### src/hw/rtl/wmf_pkg.sv
// Shared constants, types and window mask functions for the window median filter.
package wmf_pkg;

  // Geometry limits
  localparam int MAX_WIDTH  = 1024;
  localparam int MAX_HALF   = 3;
  localparam int PIXEL_BITS = 8;
  localparam int MAX_HEIGHT = 4096;

  // Derived widths
  localparam int COL_W    = $clog2(MAX_WIDTH);
  localparam int ROW_W    = $clog2(MAX_HEIGHT);
  localparam int W_W      = COL_W + 1;
  localparam int H_W      = ROW_W + 1;
  localparam int HALF_W   = $clog2(MAX_HALF + 1);
  localparam int SIDE_W   = HALF_W + 1;
  localparam int SIDE_MAX = 2 * MAX_HALF + 1;
  localparam int CELLS    = SIDE_MAX * SIDE_MAX;
  localparam int MED_RANK = CELLS / 2;
  localparam int RANK_W   = $clog2(CELLS);

  // Line store: ring of banks, one image row per bank
  localparam int BANKS  = 16;
  localparam int BANK_W = $clog2(BANKS);

  // Job queue between front and back
  localparam int QDEPTH = 4;
  localparam int QA_W   = $clog2(QDEPTH);

  // Configuration port
  localparam int ADDR_W = 4;
  localparam int DATA_W = 32;
  localparam logic [1:0] REG_WIDTH  = 2'd0;
  localparam logic [1:0] REG_HEIGHT = 2'd1;
  localparam logic [1:0] REG_HALF   = 2'd2;

  // Input operation codes
  localparam logic OP_PIXEL = 1'b0;
  localparam logic OP_DRAIN = 1'b1;

  // Effective (clamped) geometry
  typedef struct packed {
    logic [W_W-1:0]    width;
    logic [H_W-1:0]    height;
    logic [HALF_W-1:0] half;
  } cfg_t;

  // Line store write from the front
  typedef struct packed {
    logic                  en;
    logic [BANK_W-1:0]     bank;
    logic [COL_W-1:0]      addr;
    logic [PIXEL_BITS-1:0] data;
  } wr_t;

  // One output position to be filtered
  typedef struct packed {
    logic [ROW_W-1:0]  row;
    logic [COL_W-1:0]  col;
    logic [BANK_W-1:0] bank;
    logic              last;
  } job_t;

  // Column read in flight in the back
  typedef struct packed {
    logic                              valid;
    logic                              clear;
    logic                              emit;
    logic                              last;
    logic                              colok;
    logic [SIDE_MAX-1:0]               rowok;
    logic [SIDE_MAX-1:0][BANK_W-1:0]   bsel;
  } rd_meta_t;

  // Cells of the full window that belong to the active square
  function automatic logic [CELLS-1:0] active_mask(input int half);
    logic [CELLS-1:0] m;
    int side;
    m    = '0;
    side = 2 * half + 1;
    for (int i = 0; i < SIDE_MAX; i++) begin
      for (int j = 0; j < SIDE_MAX; j++) begin
        m[i*SIDE_MAX+j] = (i < side) && (j >= SIDE_MAX - side);
      end
    end
    return m;
  endfunction

  // Unused cells: half forced to max, half to zero, so the middle stays put
  function automatic logic [CELLS-1:0] pad_hi_mask(input int half);
    logic [CELLS-1:0] m;
    int side;
    logic tog;
    m    = '0;
    side = 2 * half + 1;
    tog  = 1'b0;
    for (int i = 0; i < SIDE_MAX; i++) begin
      for (int j = 0; j < SIDE_MAX; j++) begin
        if (!((i < side) && (j >= SIDE_MAX - side))) begin
          m[i*SIDE_MAX+j] = tog;
          tog = !tog;
        end
      end
    end
    return m;
  endfunction

endpackage

### src/hw/rtl/wmf_front.sv
// Front part: input counters, line store writes and result scheduling.
module wmf_front (
  input  logic                            clk,
  input  logic                            rst_n,
  input  logic                            restart,
  input  wmf_pkg::cfg_t                   cfg,
  input  logic                            acc,
  input  logic                            op,
  input  logic [wmf_pkg::PIXEL_BITS-1:0]  pix,
  output wmf_pkg::wr_t                    wr,
  output logic                            push,
  output wmf_pkg::job_t                   job
);

  logic [wmf_pkg::ROW_W-1:0]  in_row_r, in_row_nxt, out_row_r, out_row_nxt;
  logic [wmf_pkg::COL_W-1:0]  in_col_r, in_col_nxt, out_col_r, out_col_nxt;
  logic [wmf_pkg::BANK_W-1:0] wbank_r, wbank_nxt, obank_r, obank_nxt;
  logic                       flush_r, flush_nxt;

  logic                       take_pix, row_end, frame_end, flush_mid, ready, last;
  logic [wmf_pkg::W_W-1:0]    col_inc, ocol_inc, lc, wm1;
  logic [wmf_pkg::H_W-1:0]    row_inc, lr, hm1;

  always_comb begin
    wm1      = cfg.width - 1'b1;
    hm1      = cfg.height - 1'b1;
    take_pix = acc && !flush_r && (op == wmf_pkg::OP_PIXEL);
    col_inc  = {1'b0, in_col_r} + 1'b1;
    row_inc  = {1'b0, in_row_r} + 1'b1;
    row_end  = col_inc >= cfg.width;
    frame_end = row_end && (row_inc >= cfg.height);

    // input position advance
    in_row_nxt = in_row_r;
    in_col_nxt = in_col_r;
    wbank_nxt  = wbank_r;
    if (take_pix) begin
      if (row_end) begin
        in_col_nxt = '0;
        wbank_nxt  = wbank_r + 1'b1;
        in_row_nxt = frame_end ? '0 : row_inc[wmf_pkg::ROW_W-1:0];
      end else begin
        in_col_nxt = col_inc[wmf_pkg::COL_W-1:0];
      end
    end
    flush_mid = flush_r || (take_pix && frame_end);

    // last pixel that the window of the next output needs
    lr = {1'b0, out_row_r} + {{(wmf_pkg::H_W-wmf_pkg::HALF_W){1'b0}}, cfg.half};
    if (lr > hm1) lr = hm1;
    lc = {1'b0, out_col_r} + {{(wmf_pkg::W_W-wmf_pkg::HALF_W){1'b0}}, cfg.half};
    if (lc > wm1) lc = wm1;
    ready = flush_mid || (lr < {1'b0, in_row_nxt}) ||
            ((lr == {1'b0, in_row_nxt}) && (lc < {1'b0, in_col_nxt}));
    push  = acc && ready;
    last  = ({1'b0, out_row_r} == hm1) && ({1'b0, out_col_r} == wm1);

    // output position advance
    ocol_inc    = {1'b0, out_col_r} + 1'b1;
    out_row_nxt = out_row_r;
    out_col_nxt = out_col_r;
    obank_nxt   = obank_r;
    flush_nxt   = acc ? flush_mid : flush_r;
    if (push) begin
      if (last) begin
        out_row_nxt = '0;
        out_col_nxt = '0;
        obank_nxt   = obank_r + 1'b1;
        flush_nxt   = 1'b0;
      end else if (ocol_inc >= cfg.width) begin
        out_col_nxt = '0;
        out_row_nxt = out_row_r + 1'b1;
        obank_nxt   = obank_r + 1'b1;
      end else begin
        out_col_nxt = ocol_inc[wmf_pkg::COL_W-1:0];
      end
    end
  end

  always_ff @(posedge clk) begin
    if (!rst_n || restart) begin
      in_row_r  <= '0;
      in_col_r  <= '0;
      out_row_r <= '0;
      out_col_r <= '0;
      wbank_r   <= '0;
      obank_r   <= '0;
      flush_r   <= 1'b0;
    end else begin
      in_row_r  <= in_row_nxt;
      in_col_r  <= in_col_nxt;
      out_row_r <= out_row_nxt;
      out_col_r <= out_col_nxt;
      wbank_r   <= wbank_nxt;
      obank_r   <= obank_nxt;
      flush_r   <= flush_nxt;
    end
  end

  // line store write and job word
  assign wr.en   = take_pix;
  assign wr.bank = wbank_r;
  assign wr.addr = in_col_r;
  assign wr.data = pix;
  assign job.row  = out_row_r;
  assign job.col  = out_col_r;
  assign job.bank = obank_r;
  assign job.last = last;

endmodule

### config.mk
export PLATFORM = sky130hd
export DESIGN_NAME = wmf_front
export DESIGN_NICKNAME = d
export VERILOG_FILES = /design/src/hw/rtl/wmf_pkg.sv /design/src/hw/rtl/wmf_front.sv
export SDC_FILE = /design/constraint.sdc
export NUM_CORES = 1
export LEC_CHECK = 0
export BUFFER_PORTS_ARGS = -buffer_cell sky130_fd_sc_hd__buf_2
export CAP_MARGIN = 20
export CELL_PAD_IN_SITES_DETAIL_PLACEMENT = 1
export CELL_PAD_IN_SITES_GLOBAL_PLACEMENT = 1
export CORE_MARGIN = 8
export CORE_UTILIZATION = 47
export CTS_BUF_LIST = sky130_fd_sc_hd__clkbuf_4 sky130_fd_sc_hd__clkbuf_8 sky130_fd_sc_hd__clkbuf_16
export CTS_CLUSTER_SIZE = 25
export DETAILED_ROUTE_END_ITERATION = 10
export PLACE_DENSITY = 0.95
export SETUP_SLACK_MARGIN = 0.15
export SYNTH_ARGS = -nofsm -noshare
export SYNTH_HDL_FRONTEND = slang
export SYNTH_SLANG_ARGS = --single-unit
### constraint.sdc
create_clock -name clk -period 11.7 [get_ports clk]
set_input_delay 1.755 -clock clk [delete_from_list [all_inputs] [get_ports clk]]
set_output_delay 1.755 -clock clk [all_outputs]
set_load 0.005 [all_outputs]
# == Word level (Yosys, flattened, before mapping) ==
# Cells that the tools add are included.
# word_totals
wordCells,60
inputBits,39
register_bits,53
# classes
muxes,16
bitwise,1
addsub,10
eq_ne,3
order_cmp,7
reduce_logical,16
# op_table
cell,count
$mux W12,5
$mux W10,4
$add A10 B1 Y11 const B,2
$ge A11 B11 Y1,2
$add A12 B1 Y13 const B,1
$add A12 B2 Y13,1
$eq A12 B13 Y1,1
$eq A13 B12 Y1,1
$ge A13 B13 Y1,1
$gt A13 B13 Y1,1
$lt A13 B12 Y1,1
$mux W13,1
$sub A13 B1 Y13 const B,1
$add A12 B1 Y12 const B,1
$add A10 B2 Y11,1
$eq A10 B11 Y1,1
$gt A11 B11 Y1,1
$lt A11 B10 Y1,1
$mux W11,1
$sub A11 B1 Y11 const B,1
$add A4 B1 Y4 const B,2
$mux W4,2
$logic_and A1 B1 Y1,7
$logic_or A1 B1 Y1,4
5 further kinds,9

# == Longest topological paths before layout ==
# depth
ltp_word,11
mapped_depth,26
mapped_depth_nobuf,24

# == Least setup slack after synthesis ==
# Ideal clock, no wire load.
# synth_timing
path_type,in2out
from,input cfg[16] (netlist name)
to,output push
setup_slack_ps,3735
path_stages,19
arrival_time_ps,6210
n_path_buf,1
path_cell_list,inv_1 ha_1 or4b_4 or4b_1 and2_1 ha_1 nand4_1 a21o_1 a21oi_1 clkbuf_1 a21oi_1 ha_1 a211oi_1 nor2_1 o21ai_0 o2111ai_1 a221oi_1 a221oi_4 inv_2
# synth_between
elab_chain_cells,9
elab_cells_between_ends,19
cone_classes,add/sub (1); order compare (4); eq/ne (1); mux (6); reduce/logical (7)
# synth_lines
item,line_no,text
"start, declared",wmf_front.sv:6,"input wmf_pkg::cfg_t cfg,"
"parallel branches: the longest is 7 deep, another holds $sub A11 B1 Y11",n/a,
$logic_or A1 B1 Y1 (*),wmf_front.sv:53,"ready = flush_mid || (lr < {1'b0, in_row_nxt}) ||"
$logic_and A1 B1 Y1 (*),wmf_front.sv:55,push = acc && ready;
"end, declared",wmf_front.sv:11,"output logic push,"
# Every way passes the cells marked *.

# == Worst setup path in the final report ==
# layout_timing
from,input cfg[2] (netlist name)
to,output push
# layout_between
elab_chain_cells,9
elab_cells_between_ends,16
cone_classes,add/sub (1); order compare (3); eq/ne (1); mux (4); reduce/logical (7)
# layout_lines
item,line_no
"parallel branches: the longest is 7 deep, another holds $sub A13 B1 Y13",n/a
$logic_or A1 B1 Y1 (*),wmf_front.sv:53
$logic_and A1 B1 Y1 (*),wmf_front.sv:55
# Marked as above.

==> metrics.log <==
INFO  metric yosys.area.top_type = ha_1
INFO  metric longest_individual_stage_delay_on_the_worst_path = 0.75 ns
INFO  metric place_congestion = 0.979
INFO  metric area_of_the_mapped_netlist = 6690 sq um
INFO  metric grt_usage = 0.255
INFO  metric fillers = 1,778
INFO  metric rsz0062_at_grt = false
INFO  metric hold-worst-slack = 0.493 ns
INFO  metric netlist-cell-type-count = 80
INFO  metric wire_per_inst = 22.1 microns
INFO  metric number_of_antenna_violations_at_the_first_check_in_global_routing = 0
INFO  metric maximum_vdd_ir_drop = 0.0517 mV
INFO  metric post_synth_mux_area_share = 0.00318
INFO  metric fraction_of_the_mapped_netlist_area_in_adder_cells = 0.178
INFO  metric synth-seq-cells = 53
INFO  metric yosysMostFrequentCell = ha_1
INFO  metric cts_tree = built
INFO  metric shortest_period_the_worst_path_allows = 9.42 ns
INFO  metric synth.top_cells.by_count = ha_1 (92), nor2_1 (90), a21oi_1 (70), nand2_1 (70), dfxtp_1 (53)
INFO  metric arrival = 7.66 ns
INFO  metric number_of_global_route_vias_before_repair = 7,267
INFO  metric synth_top_family_by_area = simple AND/OR/NAND/NOR gates
INFO  metric core_region_area = 13,900 sq um
INFO  metric top_reg_cell_synth = dfxtp_1
INFO  metric postRouteWirelength = 24,000 microns
INFO  metric die_height = 135 microns
INFO  metric synth-seq-area-share = 0.159
INFO  metric cp_common_cell = ha_1
INFO  metric utilization = 0.521
INFO  metric holdCritStartpoint = wbank_r[3]
INFO  metric cts.repair.resized = 0
INFO  metric h-tree-depth = 2
INFO  metric design.final.nets = 1,039
INFO  metric drv_cap = 0
INFO  metric vias_per_cell = 6.55
INFO  metric status = finished, final reports clean
INFO  metric synthCells = 877
INFO  metric final_layout_size_suffix_gt1_frac = 0.119
INFO  metric critical_path_buf_inv_count = 6
INFO  metric drt_pre_antenna_iters = 5
INFO  metric power-per-cell-area = 62.0 nW/um^2
INFO  metric initialDrtViolationCount = 507
INFO  metric clk_pin_slew = 0.08 ns
INFO  metric period_share = 0.805
INFO  metric first_pass_grt_wire_length = 37,600 microns
INFO  metric synth.yosys.warnings = 0
INFO  metric timing_hold_violations_final = 0
INFO  metric boundaryPins = 90
INFO  metric critical_path_required = 9.95 ns
INFO  metric numPortBuffers = 73
INFO  metric p_leak = 3.22 nW
INFO  metric clk-insertion-delay-late = 0.32 ns
INFO  metric grt_start_max_net_pins = 46
INFO  metric fp.dieArea = 18,300 sq um
INFO  metric yosys.area.top_type_share = 0.172
INFO  metric crit_fanout = 22
INFO  metric clock_sink_count = 53
INFO  metric rel_slew_slack = 0.291
INFO  metric postCtsSetupRepairBufs = 0
INFO  metric finalMaxSlewViolations = 0
INFO  metric crit_family = compound AO/OA/AOI/OAI gates
INFO  metric worst_hold_path_type = register to register
INFO  metric f_max = 106 MHz
INFO  metric fin_tns_setup = 0 ns
INFO  metric finClkSkew = 0.00780 ns
INFO  metric cts_buffer_depth = 2
INFO  metric area_growth_syn_to_layout = 7.96%
INFO  metric synth_async_sr_flop_share = 0
INFO  metric synth_area_per_cell = 7.63 sq um
INFO  metric crit_chain = buf_2 > inv_1 > ha_1 > or3b_1 > nor4_4 > xnor2_1 > ha_1 > nand4_1 > nor3_1 > o21ai_0 > a22oi_1 > buf_4 > a21oi_1 > ha_1 > nand2_1 > a211oi_1 > and3_1 > o2111ai_1 > a221oi_1 > a221oi_4 > buf_4 > inv_2 > buf_2
INFO  metric worst-setup-path-type = primary input to primary output
INFO  metric mappedNetlistNets = 1,010
INFO  metric synth.top_cells.by_area = ha_1 (17%), dfxtp_1 (16%), xnor2_1 (6.7%)
INFO  metric post_synthesis_simple_gate_area_fraction = 0.265
INFO  metric fp.dieW = 135 microns
INFO  metric worstSetupStartpoint = cfg[2]
INFO  metric critPathCaptureType = primary output
INFO  metric grt.overflow.total = 0
INFO  metric setup_viol_count_final = 0
INFO  metric synth_xor_area_frac = 0.118
INFO  metric regToRegStartpoint = in_col_r[0]
INFO  metric cts_inserted_buffers = 5
INFO  metric ctsHoldBuffers = 0
INFO  metric drc = 0
INFO  metric clk_root_buffer_cell = clkbuf_16
INFO  metric synth_enable_flop_cells = 0
INFO  metric synth_compound_gate_area_share = 0.211
INFO  metric worstMarginPinSlew = 1.05 ns
INFO  metric ant_nets = 0
INFO  metric routed-via-count = 7,116
INFO  metric floorplan_row_count = 43
INFO  metric dp.final_hpwl = 18,700 microns
INFO  metric n_antenna_cell = 0
INFO  metric initial_utilization = 0.482
INFO  metric timing.critical_path.slowest_stage_cell = a22oi_1
INFO  metric worstSetupStartpointType = primary input
[logic make-up (layout without fill, tap and decap cells)]
family | after synthesis | in the layout
adders and majority gates | 94 | 94
AOI/OAI and AO/OA | 208 | 208
xor gates and xnor gates | 79 | 79
muxes | 2 | 2
and+or+nand+nor | 342 | 342
buffers and inverters | 99 | 129
DFF | 53 | 53
[routing by layer]
metal,wire [microns],up-vias,track usage
li1,-,3281,-
met1,10300,3489,0.314
met2,11300,271,0.431
met3,1400,75,0.0375
met4,977,0,0.115
met5,0,-,0
[registers in the layout, indices dropped and copies added, names as in the netlist]
register / cells
out_col_r: 10
wbank_r: 4
out_row_r: 12
in_row_r: 12
in_col_r: 10
obank_r: 4
flush_r: 1
[through the flow]
stage               cells  worst slack (ns)  power [W]  cell area (sq um)
floorplan             877              3.74   0.000245               6690
global placement     1076              2.59   0.000270               7030
detailed placement   1078              2.58   0.000274               7040
CTS                  1086              2.43   0.000444               7200
global route         1087              2.02   0.000460               7230
finish               1087              2.28   0.000448               7230
[worst reg2reg max path, cell delays in order, from the launching register on]
cell and delay (ns):
dfxtp_1 0.58, ha_1 0.30, nand3_1 0.14, or2_2 0.35, inv_1 0.10, and3_1 0.18
xor2_1 0.23, ha_1 0.21, a2111oi_0 0.12, o31a_1 0.17, a21oi_1 0.84, nand2_1 0.55
nor2_1 0.74, a22oi_1 0.28, ha_1 0.37, nand2_1 0.08, a211oi_1 0.33, and3_1 0.21
o2111ai_1 0.10, a221oi_1 0.47, a221oi_4 0.10, buf_4 0.24, inv_2 0.14, nand2_1 0.30
o22ai_1 0.27
[worst paths after layout]
check	slack [ns]	endpoint	cells past startpoint
worst max-delay path	2.28	push	23
worst min-delay path	0.49	wbank_r[3]	2
worst max register to register	4.25	out_row_r[10]	24
worst min register to register	0.49	wbank_r[3]	2
[layout by cell type, fill, tap and decap left out, types with 10 or more instances in the layout]
master / n
nor4_1: 10
nand3_1: 44
a21oi_1: 70
inv_1: 39
and3_1: 16
nor2_1: 90
nor3_1: 17
o21ai_0: 25
ha_1: 92
a21o_1: 15
buf_2: 74
xor2_1: 21
nand4_1: 24
dfxtp_1: 53
a22oi_1: 11
or3_1: 11
xnor2_1: 51
and2_1: 10
nand2_1: 70
[layout make-up]
class / instances / area (sq um) / share of cell area
flip-flops and latches: 53 / 1060 / 0.147
inverters: 40 / 150 / 0.0208
clock inverters: 2 / 17.5 / 0.00242
repair buffers: 81 / 443 / 0.0613
well taps: 180 / 225 / 0.0312
multi-input cells: 725 / 5190 / 0.718
clock buffers: 6 / 139 / 0.0192
[where the power goes]
part | total (W) | internal, W | switching (W)
Sequential | 0.000181 | 0.000180 | 0.000000783
Combinational | 0.0000945 | 0.0000325 | 0.0000621
Clock | 0.000172 | 0.0000870 | 0.0000852
Total | 0.000448 | 0.000300 | 0.000148
Note: power is estimated with default switching activity, not from simulation.
