File: src/hw/rtl/wmf_pkg.sv
// Shared constants, types and window mask functions for the window median filter.
package wmf_pkg;

  // Geometry limits
  localparam int MAX_WIDTH  = 1024;
  localparam int MAX_HALF   = 3;
  localparam int PIXEL_BITS = 8;
  localparam int MAX_HEIGHT = 4096;

  // Derived widths
  localparam int COL_W    = $clog2(MAX_WIDTH);
  localparam int ROW_W    = $clog2(MAX_HEIGHT);
  localparam int W_W      = COL_W + 1;
  localparam int H_W      = ROW_W + 1;
  localparam int HALF_W   = $clog2(MAX_HALF + 1);
  localparam int SIDE_W   = HALF_W + 1;
  localparam int SIDE_MAX = 2 * MAX_HALF + 1;
  localparam int CELLS    = SIDE_MAX * SIDE_MAX;
  localparam int MED_RANK = CELLS / 2;
  localparam int RANK_W   = $clog2(CELLS);

  // Line store: ring of banks, one image row per bank
  localparam int BANKS  = 16;
  localparam int BANK_W = $clog2(BANKS);

  // Job queue between front and back
  localparam int QDEPTH = 4;
  localparam int QA_W   = $clog2(QDEPTH);

  // Configuration port
  localparam int ADDR_W = 4;
  localparam int DATA_W = 32;
  localparam logic [1:0] REG_WIDTH  = 2'd0;
  localparam logic [1:0] REG_HEIGHT = 2'd1;
  localparam logic [1:0] REG_HALF   = 2'd2;

  // Input operation codes
  localparam logic OP_PIXEL = 1'b0;
  localparam logic OP_DRAIN = 1'b1;

  // Effective (clamped) geometry
  typedef struct packed {
    logic [W_W-1:0]    width;
    logic [H_W-1:0]    height;
    logic [HALF_W-1:0] half;
  } cfg_t;

  // Line store write from the front
  typedef struct packed {
    logic                  en;
    logic [BANK_W-1:0]     bank;
    logic [COL_W-1:0]      addr;
    logic [PIXEL_BITS-1:0] data;
  } wr_t;

  // One output position to be filtered
  typedef struct packed {
    logic [ROW_W-1:0]  row;
    logic [COL_W-1:0]  col;
    logic [BANK_W-1:0] bank;
    logic              last;
  } job_t;

  // Column read in flight in the back
  typedef struct packed {
    logic                              valid;
    logic                              clear;
    logic                              emit;
    logic                              last;
    logic                              colok;
    logic [SIDE_MAX-1:0]               rowok;
    logic [SIDE_MAX-1:0][BANK_W-1:0]   bsel;
  } rd_meta_t;

  // Cells of the full window that belong to the active square
  function automatic logic [CELLS-1:0] active_mask(input int half);
    logic [CELLS-1:0] m;
    int side;
    m    = '0;
    side = 2 * half + 1;
    for (int i = 0; i < SIDE_MAX; i++) begin
      for (int j = 0; j < SIDE_MAX; j++) begin
        m[i*SIDE_MAX+j] = (i < side) && (j >= SIDE_MAX - side);
      end
    end
    return m;
  endfunction

  // Unused cells: half forced to max, half to zero, so the middle stays put
  function automatic logic [CELLS-1:0] pad_hi_mask(input int half);
    logic [CELLS-1:0] m;
    int side;
    logic tog;
    m    = '0;
    side = 2 * half + 1;
    tog  = 1'b0;
    for (int i = 0; i < SIDE_MAX; i++) begin
      for (int j = 0; j < SIDE_MAX; j++) begin
        if (!((i < side) && (j >= SIDE_MAX - side))) begin
          m[i*SIDE_MAX+j] = tog;
          tog = !tog;
        end
      end
    end
    return m;
  endfunction

endpackage

File: src/hw/rtl/wmf_queue.sv
// Short job queue between the front and the back.
module wmf_queue (
  input  logic          clk,
  input  logic          rst_n,
  input  logic          restart,
  input  logic          push,
  input  wmf_pkg::job_t din,
  input  logic          pop,
  output wmf_pkg::job_t head,
  output logic          empty,
  output logic          full
);

  wmf_pkg::job_t            mem_r [wmf_pkg::QDEPTH];
  logic [wmf_pkg::QA_W-1:0] wp_r, rp_r;
  logic [wmf_pkg::QA_W:0]   cnt_r;

  assign head  = mem_r[rp_r];
  assign empty = (cnt_r == '0);
  assign full  = (cnt_r == (wmf_pkg::QA_W+1)'(wmf_pkg::QDEPTH));

  always_ff @(posedge clk) begin
    if (push) begin
      mem_r[wp_r] <= din;
    end
  end

  always_ff @(posedge clk) begin
    if (!rst_n || restart) begin
      wp_r  <= '0;
      rp_r  <= '0;
      cnt_r <= '0;
    end else begin
      if (push) wp_r <= wp_r + 1'b1;
      if (pop)  rp_r <= rp_r + 1'b1;
      cnt_r <= cnt_r + (wmf_pkg::QA_W+1)'(push) - (wmf_pkg::QA_W+1)'(pop);
    end
  end

  a_no_overflow: assert property (@(posedge clk) disable iff (!rst_n)
    push |-> (!full || pop)) else $error("job queue overflow");
  a_no_underflow: assert property (@(posedge clk) disable iff (!rst_n)
    pop |-> !empty) else $error("job queue underflow");
  a_count_range: assert property (@(posedge clk) disable iff (!rst_n)
    cnt_r <= (wmf_pkg::QA_W+1)'(wmf_pkg::QDEPTH)) else $error("job queue count out of range");

endmodule

File: config.mk
export PLATFORM = sky130hd
export DESIGN_NAME = wmf_queue
export DESIGN_NICKNAME = d
export VERILOG_FILES = /design/src/hw/rtl/wmf_pkg.sv /design/src/hw/rtl/wmf_queue.sv
export SDC_FILE = /design/constraint.sdc
export NUM_CORES = 1
export LEC_CHECK = 0
export BUFFER_PORTS_ARGS = -buffer_cell sky130_fd_sc_hd__clkbuf_2
export CAP_MARGIN = 20
export CORE_MARGIN = 3
export CORE_UTILIZATION = 37
export CTS_CLUSTER_DIAMETER = 40
export CTS_CLUSTER_SIZE = 20
export DETAILED_ROUTE_END_ITERATION = 16
export GPL_TIMING_DRIVEN = 0
export HOLD_SLACK_MARGIN = 0.02
export PLACE_DENSITY_LB_ADDON = 0.25
export SLEW_MARGIN = 20
export SYNTH_ARGS = -nofsm -noshare
export SYNTH_HDL_FRONTEND = slang
export SYNTH_SLANG_ARGS = --single-unit
File: constraint.sdc
create_clock -name clk -period 3.2 [get_ports clk]
set_input_delay 0.32 -clock clk [delete_from_list [all_inputs] [get_ports clk]]
set_output_delay 0.32 -clock clk [all_outputs]
set_load 0.1 [all_outputs]
# ---- After elaboration in Yosys (flattened, before gate mapping)
# Memory sizes are Yosys's and may differ from the RTL's. A register that Yosys moved wholly into a read port is not among the register bits.
# Cells that the tools add are included.
dict set report classes {
  n_reduce_logical 3
  muxes 4
  add_sub_neg 4
  eq_ne 1
}
# operator n
set op_table {}
lappend op_table {{2-bit by 1-bit adder with 2-bit output, second input constant} 2}
lappend op_table {{2-bit 2-to-1 mux} 2}
lappend op_table {{3-bit by 1-bit adder with 3-bit output} 1}
lappend op_table {{3-bit equality test, second input constant} 1}
lappend op_table {{3-bit logical NOT} 1}
lappend op_table {{3-bit by 1-bit subtractor with 3-bit output} 1}
lappend op_table {{1-bit 2-to-1 mux} 2}
lappend op_table {{1-bit logical NOT} 1}
lappend op_table {{1-bit logical OR} 1}
dict set report word_totals {
  register_bits 7
  output_inout_bits 29
  ram_bits 108
  n_memories 1
  elab_cells 16
  in_bits 32
}
# name words width rd rd_ports_with_merged_regs write_ports line_no
set mem_list {}
lappend mem_list {mem_r 4 27 1 1 1 wmf_queue.sv:14} ;# wmf_pkg::job_t mem_r [wmf_pkg::QDEPTH];

# ---- Logic depth before layout (Yosys ltp)
# Gate-level depths: netlist of the first run.
dict set report logic_depth {
  depth_word 3
  mapped_depth 7
  ltp_nobuf 7
}

# ---- Worst setup path after synthesis of the first run
# No wires, ideal clock.
dict set report synth_path {
  path_type {register to output}
  start {register cnt_r[1] in the netlist's numbering}
  end {output empty}
  path_stages_with_launch 2
  t_arrival_ps 2385
  required_time_ps 2880
  slack_ps 495
  path_buffers 0
  cell_sequence {dfxtp_1 > nor3_1}
}
dict set report synth_between {
  elab_chain_cells 1
}
# element line_no
set synth_lines {}
lappend synth_lines {{start, declared} wmf_queue.sv:16} ;# logic [wmf_pkg::QA_W:0] cnt_r;
lappend synth_lines {{start signal, assigned} wmf_queue.sv:36} ;# cnt_r <= cnt_r + (wmf_pkg::QA_W+1)'(push) - (wmf_pkg::QA_W+1)'(pop);
lappend synth_lines {{3-bit logical NOT} wmf_queue.sv:19} ;# assign empty = (cnt_r == '0);
lappend synth_lines {{end, declared} wmf_queue.sv:10} ;# output logic empty,
# No other way between the ends.

==> results.ini, run 1 <==
[floorplan]
die_h_um=115
design.portCount=61
floorplan.core_area_sq_um=11500
chipWidth_um=115
die_area_sq_um=13200
initial_utilization=0.382
fp-row-count=39

[yosys]
synthDominantCellAreaShare=0.738
mappedNetlistArea_sq_um=4400
synthesis.yosys.warnings=0
synth_common_cells=edfxtp_1, mux4_2, dfxtp_1, inv_1
synthMostInstantiatedCell=edfxtp_1
netlist_instances=187
synth_top_cells_by_area=edfxtp_1, mux4_2, mux4_1, dfxtp_1, ha_1
yosysTopAreaCell=edfxtp_1
synth-edff-count=108
synth.distinct_cells=22
synth_seq_area_share=0.779
mappedNetlistNets=226
synth_top_flop_cell=edfxtp_1
ys_async_sr_fraction=0
synth-seq-cells=117
postSynthAreaPerCell_sq_um=23.5

[worst_hold_path]
min_from=din[19]
min_path_cells=1
worst_min_delay_path_class=in -> reg
min_to=mem_r[0][19]$_DFFE_PP_

[timing]
final-max-slew-violation-count=0
slew_headroom=0.623
whs_ps=136
maximum_frequency_from_static_timing_analysis_ghz=0.432
clock_skew_ps=4.28
period_needed_ps=2310
timing_hold_violations_final=0
fin_crit_sh=0.723
setup-tns-final_ps=0
rsz0062_at_grt=false
setup_viol=0
timing_worst_slew_pin_value_ps=568

[run_status]
outcome=finished, final reports clean

[clock_tree]
path_clk_slew_ps=50
clock_tree.htree_level_count=4
post_cts.resized_instances=0
worst_skew_pair.late_latency_ps=400
cts_tree=built
ctsLongestPathBuffers=2
cts_hold_buf=0
cts.sinks=117
post-cts-setup-buffers=0
cts_buffers=17
clock-root-buffer=clkbuf_16

[placement]
post_dp_cell_area_sq_um=4990
global_placement_routability_congestion=0.673
total_of_buffers_placed_on_input_and_output_ports=60
hpwl_dp_um=4820
dp_cells=394

[detailed_routing]
remaining_drc_errors=0
detail-route-antenna-nets=0
first_pass_iters=4
detail_route.wl_per_cell_um=17.2
vias_per_cell=4.77
detail_route.iter0.violations=109
dr_total_vias=2031
routed_wl_um=7310

[critical_path]
r2r_cells=7
timing.critical_path.fanout_max=10
critical_path.reg2reg.startpoint=cnt_r[0]$_SDFF_PP0_
worst_ep_arrival_time_ps=1990
cp-end-kind=primary output
reg2reg_to=cnt_r[2]$_SDFF_PP0_
startpoint_type=flop
critical_path_class=reg -> out
reg2reg_slack_ps=1590
crit_required_ps=2880

[grt]
wire_length_of_the_first_global_routing_pass_um=11500
number_of_antenna_violations_at_the_first_check_in_global_routing=0
globalRoute.totalOverflow=0
globalRouteTotalUtil=0.122
grt_start_max_net_pins=17
vias_in_the_first_global_route=2142

[pwr]
power-per-cell-area_nw_per_um2=728
vdd_drop_max_uv=591
leak_uw=0.00200

[job]
max_cap_viols=0

[final_layout]
area_of_all_placed_cells_without_fillers_sq_um=5590
area_growth_syn_to_layout_pct=27.1
drive_above_1_share=0.428
fin_nets=309
filler_cell_count=976
stdcell_count=426
antennaDiodeCount=0

worst max-delay path, cell delays in order, from the launching register on:
cell and delay (ps):
dfxtp_1 300, buf_2 210, buf_2 320, mux4_2 370, clkbuf_2 390
worst max-delay path by stage:
stage / startpoint / to / cells after the start
floorplan: cnt_r[1]$_SDFF_PP0_ / empty / 1
global placement: wp_r[0]$_SDFFE_PP0P_ / mem_r[0][15]$_DFFE_PP_ / 3
detailed placement: flop / head[14] / 4
CTS: flop / head[14] / 4
global route: flop / head[14] / 4
finish: flop / head[10] / 4
metal layers:
metal	GRT usage	share of wire	vias up
met3	0.0605	0.064	6
met4	0.0446	0.0079	0
met1	0.149	0.42	1034
met5	0	0	-
li1	-	-	938
met2	0.190	0.51	53
kinds of logic (layout without fill, tap and decap cells):
kind of cell / after synthesis / in the layout / share of synthesized area
compound gates: 2 / 2 / 0.00341
xor+xnor: 3 / 3 / 0.00939
fa+ha+maj: 7 / 7 / 0.0216
buf+inv: 15 / 111 / 0.0228
flops: 117 / 117 / 0.779
mux: 28 / 28 / 0.147
simple gates: 15 / 15 / 0.0174
cell usage in the layout, fill, tap and decap left out, drive strengths merged:
cell / count
xor3: 1
bufinv: 4
nor2: 7
inv: 8
nor3: 1
mux4: 27
a21oi: 1
and2: 4
a21bo: 1
nand3b: 1
edfxtp: 108
xnor2: 2
clkinvlp: 1
mux2i: 1
fa: 1
dfxtp: 9
ha: 6
nand2b: 1
and3: 1
buf: 10
clkinv: 8
clkbuf: 80
metrics by stage:
stage	setup slack, ps	util	total power (uW)
2_1_floorplan	495	-	2110
3_3_place_gp	1040	0.423	2190
3_5_place_dp	1260	0.433	2210
4_1_cts	830	0.485	4110
5_1_grt	773	0.485	4220
6_report	887	0.485	4070
where the power goes:
part / total, uW / internal (uW) / switching (uW) / leakage, uW
clock: 1890 / 1280 / 611 / 0.000290
sequential: 1730 / 1720 / 11.0 / 0.00107
combinational: 445 / 106 / 339 / 0.000640
total: 4070 / 3100 / 961 / 0.00200
cell type report:
| type | instances | area (sq um) | area share |
|---|---|---|---|
| Buffer | 7 | 70.1 | 0.0125 |
| Clock buffer | 19 | 433 | 0.0775 |
| Clock inverter | 13 | 163 | 0.0291 |
| Inverter | 8 | 30.0 | 0.00538 |
| Multi-Input combinational cell | 55 | 877 | 0.157 |
| Sequential cell | 117 | 3420 | 0.613 |
| Tap cell | 143 | 179 | 0.0320 |
| Timing Repair Buffer | 64 | 410 | 0.0735 |
flip-flops by register name, indices dropped and copies added, names as in the netlist, named ones only:
signal,count
wp_r,2
rp_r,2
mem_r,108
cnt_r,3
Note: power is estimated with default switching activity, not from simulation.
==> run 2, diff against run 1 <==
==> constraint.sdc (replaced) <==
create_clock -name clk -period 2 [get_ports clk]
set_input_delay 0.2 -clock clk [delete_from_list [all_inputs] [get_ports clk]]
set_output_delay 0.2 -clock clk [all_outputs]
set_load 0.1 [all_outputs]
==> results.ini, run 2 (same netlist as run 1, synthesis figures left out) <==
[timing]
whs_ps=32.3  ; -104 ps
timing.final.ws_setup_ps=-4.84  ; -891 ps
rsz0062_at_grt=true
final-max-slew-violation-count=0  ; unchanged
fin_crit_sh=1.00
slew_headroom=0.641  ; +0.0181
timing_worst_slew_pin_value_ps=541  ; -27.2 ps
maximum_frequency_from_static_timing_analysis_ghz=0.499
timing_hold_violations_final=0  ; unchanged
setup_viol=3  ; +3
period_needed_ps=2000
clock_skew_ps=6.56  ; +2.28 ps
setup-tns-final_ps=-8.75  ; -8.75 ps

[final_layout]
postLayoutCoreUtil=0.538  ; +0.0531
area_growth_syn_to_layout_pct=41.0
fin_nets=334  ; +8.1%
antennaDiodeCount=0  ; unchanged
area_of_all_placed_cells_without_fillers_sq_um=6200  ; +11%
largest_register=mem_r
layout_common_cells=edfxtp_1, clkbuf_2, mux4_2
drive_above_1_share=0.429  ; +0.00101
leading_cell_type_in_the_layout_fill_and_taps_excluded=edfxtp_1
number_of_flip_flops_under_the_largest_register_name=108  ; unchanged
biggestRegsByFlops=mem_r x108, cnt_r x3
filler_cell_count=914  ; -6.4%

[detailed_routing]
first_pass_iters=4  ; unchanged
detail_route.wl_per_cell_um=18.0  ; +4.8%
dr_total_vias=2190  ; +7.8%
detail_route.iter0.violations=123  ; +13%
routed_wl_um=8110  ; +11%
vias_per_cell=4.86  ; +1.9%
detail-route-antenna-nets=0  ; unchanged
remaining_drc_errors=0  ; unchanged

[pwr]
power_frac_seq=0.402  ; -0.023
p_int_uw=5250  ; +69%
power_switching_share=0.236  ; -0.000274
vdd_drop_max_uv=774  ; +31%
leak_uw=0.00222  ; +11%
power.share.combinational=0.129  ; +0.020
net_switching_uw=1620  ; +69%
power-per-cell-area_nw_per_um2=1110  ; +52%
p_clk_frac=0.468  ; +0.002

[placement]
post_dp_cell_area_sq_um=4980  ; -0.20%
dp_slack_ps=150  ; -1110 ps
hpwl_dp_um=4820  ; about the same
global_placement_routability_congestion=0.666  ; -1.1%
total_of_buffers_placed_on_input_and_output_ports=60  ; unchanged

[floorplan]
floorplan.core_area_sq_um=11500  ; unchanged
die_h_um=115  ; unchanged
fp-row-count=39  ; unchanged
design.portCount=61  ; unchanged
chipWidth_um=115  ; unchanged
initial_utilization=0.382  ; unchanged
die_area_sq_um=13200  ; unchanged

[grt]
grt_start_max_net_pins=25  ; +8
number_of_antenna_violations_at_the_first_check_in_global_routing=0  ; unchanged
vias_in_the_first_global_route=2330  ; +8.8%
globalRoute.totalOverflow=0  ; unchanged
globalRouteTotalUtil=0.131  ; +0.00875
wire_length_of_the_first_global_routing_pass_um=12500  ; +8.7%

[clock_tree]
clock_tree.htree_level_count=4  ; unchanged
worst_skew_pair.late_latency_ps=400  ; about the same
clock-root-buffer=clkbuf_16
post-cts-setup-buffers=0  ; unchanged
ctsLongestPathBuffers=2  ; unchanged
cts.sinks=117  ; unchanged
path_clk_slew_ps=50  ; about the same
cts_buffers=17  ; unchanged
cts_tree=built

[worst_hold_path]
worst_min_delay_path_class=in -> reg
min_from=din[7]

[critical_path]
critical_path.reg2reg.startpoint=cnt_r[0]$_SDFF_PP0_
timing.critical_path.fanout_max=7  ; -3
critPathTopFamily=multiplexers
max_stage_delay_cell_worst_path=mux4_2
critical_path_class=reg -> out
cp-end-kind=primary output
worst_ep_arrival_time_ps=1800  ; -190 ps
timing.critical_path.cells=buf_12 -> clkbuf_16 -> mux4_2 -> buf_8
startpoint_type=flop
crit_required_ps=1800  ; -1080 ps
maximum_single_stage_delay_on_the_critical_path_ps=530  ; +140 ps
timing.critical_path.buf_inv=3  ; unchanged

[run_status]
failed_checks=negative setup slack
outcome=finished, violations left

[job]
max_cap_viols=0  ; unchanged

==> run 2: timing repair <==
item | in CTS | in global routing
endpoints found under the setup margin | 27 | 23
hold buffers | 22 | 0
gates resized for setup | 65 | 24
hold endpoints to repair | 88 | 0
cloned | 2 | 1
==> run 2: routing by layer <==
metal  vias up  part of all wire  GRT usage
met3        12             0.049     0.0411
met4         0             0.014     0.0657
met2        60              0.52      0.217
met5         -                 0          0
met1      1134              0.42      0.155
li1        984                 -          -
==> run 2: per-stage QoR <==
step | total power (uW) | cells
3_5_place_dp | 3540 | 394
3_3_place_gp | 3510 | 390
2_1_floorplan | 3380 | 187
5_1_grt | 7090 | 451
4_1_cts | 6910 | 450
6_report | 6870 | 451
==> run 2: final timing paths <==
path,to,slack [ps],depth (start not counted)
worst max-delay path,head[4],-5,4
worst min-delay path,mem_r[2][7]$_DFFE_PP_,30,1
worst max register to register,cnt_r[2]$_SDFF_PP0_,350,7
worst min register to register,flop,540,2
==> run 2: final cells by class <==
cell class	count	area, sq um	share of cell area
flip-flops and latches	117	3420	0.553
repair buffers	89	965	0.156
multi-input cells	55	871	0.141
clock buffers	17	425	0.0686
clock inverters	15	211	0.0341
well taps	143	179	0.0289
plain buffers	7	91.3	0.0147
inverters	8	30.0	0.00485
==> run 2: worst reg2reg max path, cell delays in order (launching register included) <==
cell and delay (ps):
dfxtp_1 340, inv_1 60, ha_1 270, inv_1 40, ha_1 180, fa_1 390, xor3_1 210, nor2_1 40
==> run 2: power by group through the flow <==
stage / Combinational [uW] / Sequential, uW / Clock, uW
floorplan: 570 / 2810 / 0
global placement: 703 / 2810 / 0
detailed placement: 723 / 2810 / 0
CTS: 865 / 2770 / 3280
global route: 925 / 2770 / 3400
finish: 889 / 2760 / 3220
==> run 3, diff against run 2 <==
--- a/config.mk
+++ b/config.mk
@@ -5,13 +5,12 @@
 export SDC_FILE = /design/constraint.sdc
 export NUM_CORES = 1
 export LEC_CHECK = 0
-export BUFFER_PORTS_ARGS = -buffer_cell sky130_fd_sc_hd__clkbuf_2
-export CAP_MARGIN = 20
 export CORE_MARGIN = 3
 export CORE_UTILIZATION = 37
 export CTS_CLUSTER_DIAMETER = 40
 export CTS_CLUSTER_SIZE = 20
 export DETAILED_ROUTE_END_ITERATION = 16
+export DONT_BUFFER_PORTS = 1
 export GPL_TIMING_DRIVEN = 0
 export HOLD_SLACK_MARGIN = 0.02
 export PLACE_DENSITY_LB_ADDON = 0.25
==> results.ini, run 3 (same netlist as run 1, synthesis figures left out) <==
[detailed_routing]
remaining_drc_errors=0  ; unchanged
routed_wl_um=7460  ; -8.0%
first_pass_iters=5  ; +1
detail_route.wl_per_cell_um=18.7  ; +3.8%
detail_route.iter0.violations=131  ; +6.5%
vias_per_cell=4.80  ; -1.3%
detail-route-antenna-nets=0  ; unchanged
dr_total_vias=1918  ; -12%

[floorplan]
die_h_um=115  ; unchanged
floorplan.core_area_sq_um=11500  ; unchanged
die_area_sq_um=13200  ; unchanged
fp-row-count=39  ; unchanged
design.portCount=61  ; unchanged
initial_utilization=0.382  ; unchanged
chipWidth_um=115  ; unchanged

[timing]
timing_hold_violations_final=0  ; unchanged
whs_ps=50.6  ; +18.3 ps
final-max-slew-violation-count=0  ; unchanged
period_needed_ps=2110  ; +107 ps
maximum_frequency_from_static_timing_analysis_ghz=0.474  ; -5.0%
timing.final.ws_setup_ps=-111  ; -107 ps
fin_crit_sh=1.06  ; +0.0533
timing_worst_slew_pin_value_ps=1000  ; +464 ps
setup-tns-final_ps=-1240  ; -1240 ps
rsz0062_at_grt=true
setup_viol=26  ; +23
clock_skew_ps=5.36  ; -1.20 ps
slew_headroom=0.328  ; -0.313

[critical_path]
timing.critical_path.fanout_max=5  ; -2
startpoint_type=flop
timing.critical_path.buf_inv=1  ; -2
critPathTopFamily=multiplexers
r2r_cells=7  ; unchanged
maximum_single_stage_delay_on_the_critical_path_ps=1010  ; +480 ps
reg2reg_to=cnt_r[2]$_SDFF_PP0_
worst_ep_arrival_time_ps=1910  ; +110 ps
timing.critical_path.cells=buf_6 -> mux4_1
critical_path.reg2reg.startpoint=cnt_r[0]$_SDFF_PP0_
crit_required_ps=1800  ; about the same
critical_path_class=reg -> out
reg2reg_slack_ps=340  ; about the same
cp-end-kind=primary output
max_stage_delay_cell_worst_path=mux4_1

[placement]
dp_cells=334  ; -15%
hpwl_dp_um=4590  ; -4.7%
total_of_buffers_placed_on_input_and_output_ports=0  ; -100%
global_placement_routability_congestion=0.637  ; -4.3%
post_dp_cell_area_sq_um=4700  ; -5.6%

[worst_hold_path]
worst_min_delay_path_class=in -> reg
min_to=cnt_r[0]$_SDFF_PP0_
min_from=push
min_path_cells=3  ; +2

[final_layout]
area_growth_syn_to_layout_pct=29.1
largest_register=mem_r
fin_nets=283  ; -15%
drive_above_1_share=0.276  ; -0.152
number_of_flip_flops_under_the_largest_register_name=108  ; unchanged
sequential_cell_area_sq_um=3430  ; about the same
stdcell_count=400  ; -11%
antennaDiodeCount=0  ; unchanged
biggestRegsByFlops=mem_r x108, cnt_r x3
filler_cell_count=928  ; +1.5%
area_of_all_placed_cells_without_fillers_sq_um=5670  ; -8.5%
leading_cell_type_in_the_layout_fill_and_taps_excluded=edfxtp_1
multiInputGateArea_sq_um=877  ; +0.72%
layout_common_cells=edfxtp_1, dlygate4sd3_1, mux4_2

[grt]
globalRoute.totalOverflow=0  ; unchanged
wire_length_of_the_first_global_routing_pass_um=11400  ; -8.8%
grt_start_max_net_pins=17  ; -32%
vias_in_the_first_global_route=2049  ; -12%
number_of_antenna_violations_at_the_first_check_in_global_routing=0  ; unchanged
globalRouteTotalUtil=0.122  ; -0.00915

[pwr]
power_switching_share=0.233  ; -0.00334
leak_uw=0.00191  ; -14%
p_int_uw=4980  ; -5.1%
power-per-cell-area_nw_per_um2=1140  ; +3.2%
p_clk_frac=0.464  ; -0.004
vdd_drop_max_uv=711  ; -8.2%
power.share.combinational=0.110  ; -0.019
power_frac_seq=0.426  ; +0.024
net_switching_uw=1510  ; -6.9%
report.power.total_uw=6490  ; -5.5%

[clock_tree]
cts_tree=built
path_clk_slew_ps=50  ; about the same
clock_tree.htree_level_count=4  ; unchanged
ctsLongestPathBuffers=2  ; unchanged
clock-root-buffer=clkbuf_16
cts.sinks=117  ; unchanged
worst_skew_pair.late_latency_ps=400  ; about the same
cts_buffers=17  ; unchanged

[job]
max_cap_viols=0  ; unchanged

[run_status]
failed_checks=negative setup slack
outcome=finished, violations left

==> run 3: changes by cell type in the layout (fill, tap and decap cells not counted), sizes merged <==
| cell | previous run | this run |
|---|---|---|
| buf | 34 | 13 |
| bufinv | 5 | 4 |
| clkbuf | 57 | 23 |
| clkinv | 7 | 8 |
| clkinvlp | 3 | 0 |
| dlygate4sd3 | 22 | 29 |
==> run 3: worst max path at each step <==
stage	cells past startpoint	to	from	slack [ps]
final	2	head[2]	flop	-110
after global routing	2	head[23]	flop	-170
after CTS	2	head[2]	flop	-140
after detailed placement	2	head[24]	flop	260
after global placement	3	mem_r[0][12]$_DFFE_PP_	wp_r[0]$_SDFFE_PP0P_	-180
after floorplan	1	empty	cnt_r[2]$_SDFF_PP0_	270
==> run 3: cell type report <==
class	instances	area share
clock inverter	12	0.0282
tap	143	0.0315
multi-input combinational	55	0.155
inverter	8	0.00529
clock buffer	20	0.0770
buffer	7	0.0146
sequential	117	0.604
timing repair buffer	38	0.0847
==> run 3: power groups by stage <==
stage	registers, uW	logic (uW)	clock network, uW
2_1_floorplan	2810	570	0
3_3_place_gp	2810	613	0
3_5_place_dp	2820	634	0
4_1_cts	2770	708	3080
5_1_grt	2770	744	3200
6_report	2770	713	3010
==> run 3: metrics by stage <==
stage	utilization	worst slack, ps
final	0.493	-111
after global routing	0.493	-168
after CTS	0.486	-143
after detailed placement	0.408	256
after global placement	0.398	-184
after floorplan	-	270
==> run 3: worst min-delay path: cells and delay by family <==
| family | cells | cell delay [ps] |
|---|---|---|
| adders and majority gates | 1 | 100 |
| buffers and inverters | 1 | 30 |
| and+or+nand+nor | 1 | 80 |
==> run 3: what timing repair did <==
action	CTS	global route
hold buffers	29	0
endpoints found under the hold margin	114	0
buffers inserted	1	1
cloned	1	2
gates resized for setup	8	4
pin swaps	0	0
endpoints found under the setup margin	27	25
==> run 3: per-layer routing <==
| metal | track usage | wire, um | up-vias |
|---|---|---|---|
| li1 | - | - | 882 |
| met1 | 0.154 | 3310 | 968 |
| met2 | 0.177 | 3570 | 58 |
| met3 | 0.0563 | 490 | 10 |
| met4 | 0.0634 | 91 | 0 |
| met5 | 0 | 0 | - |
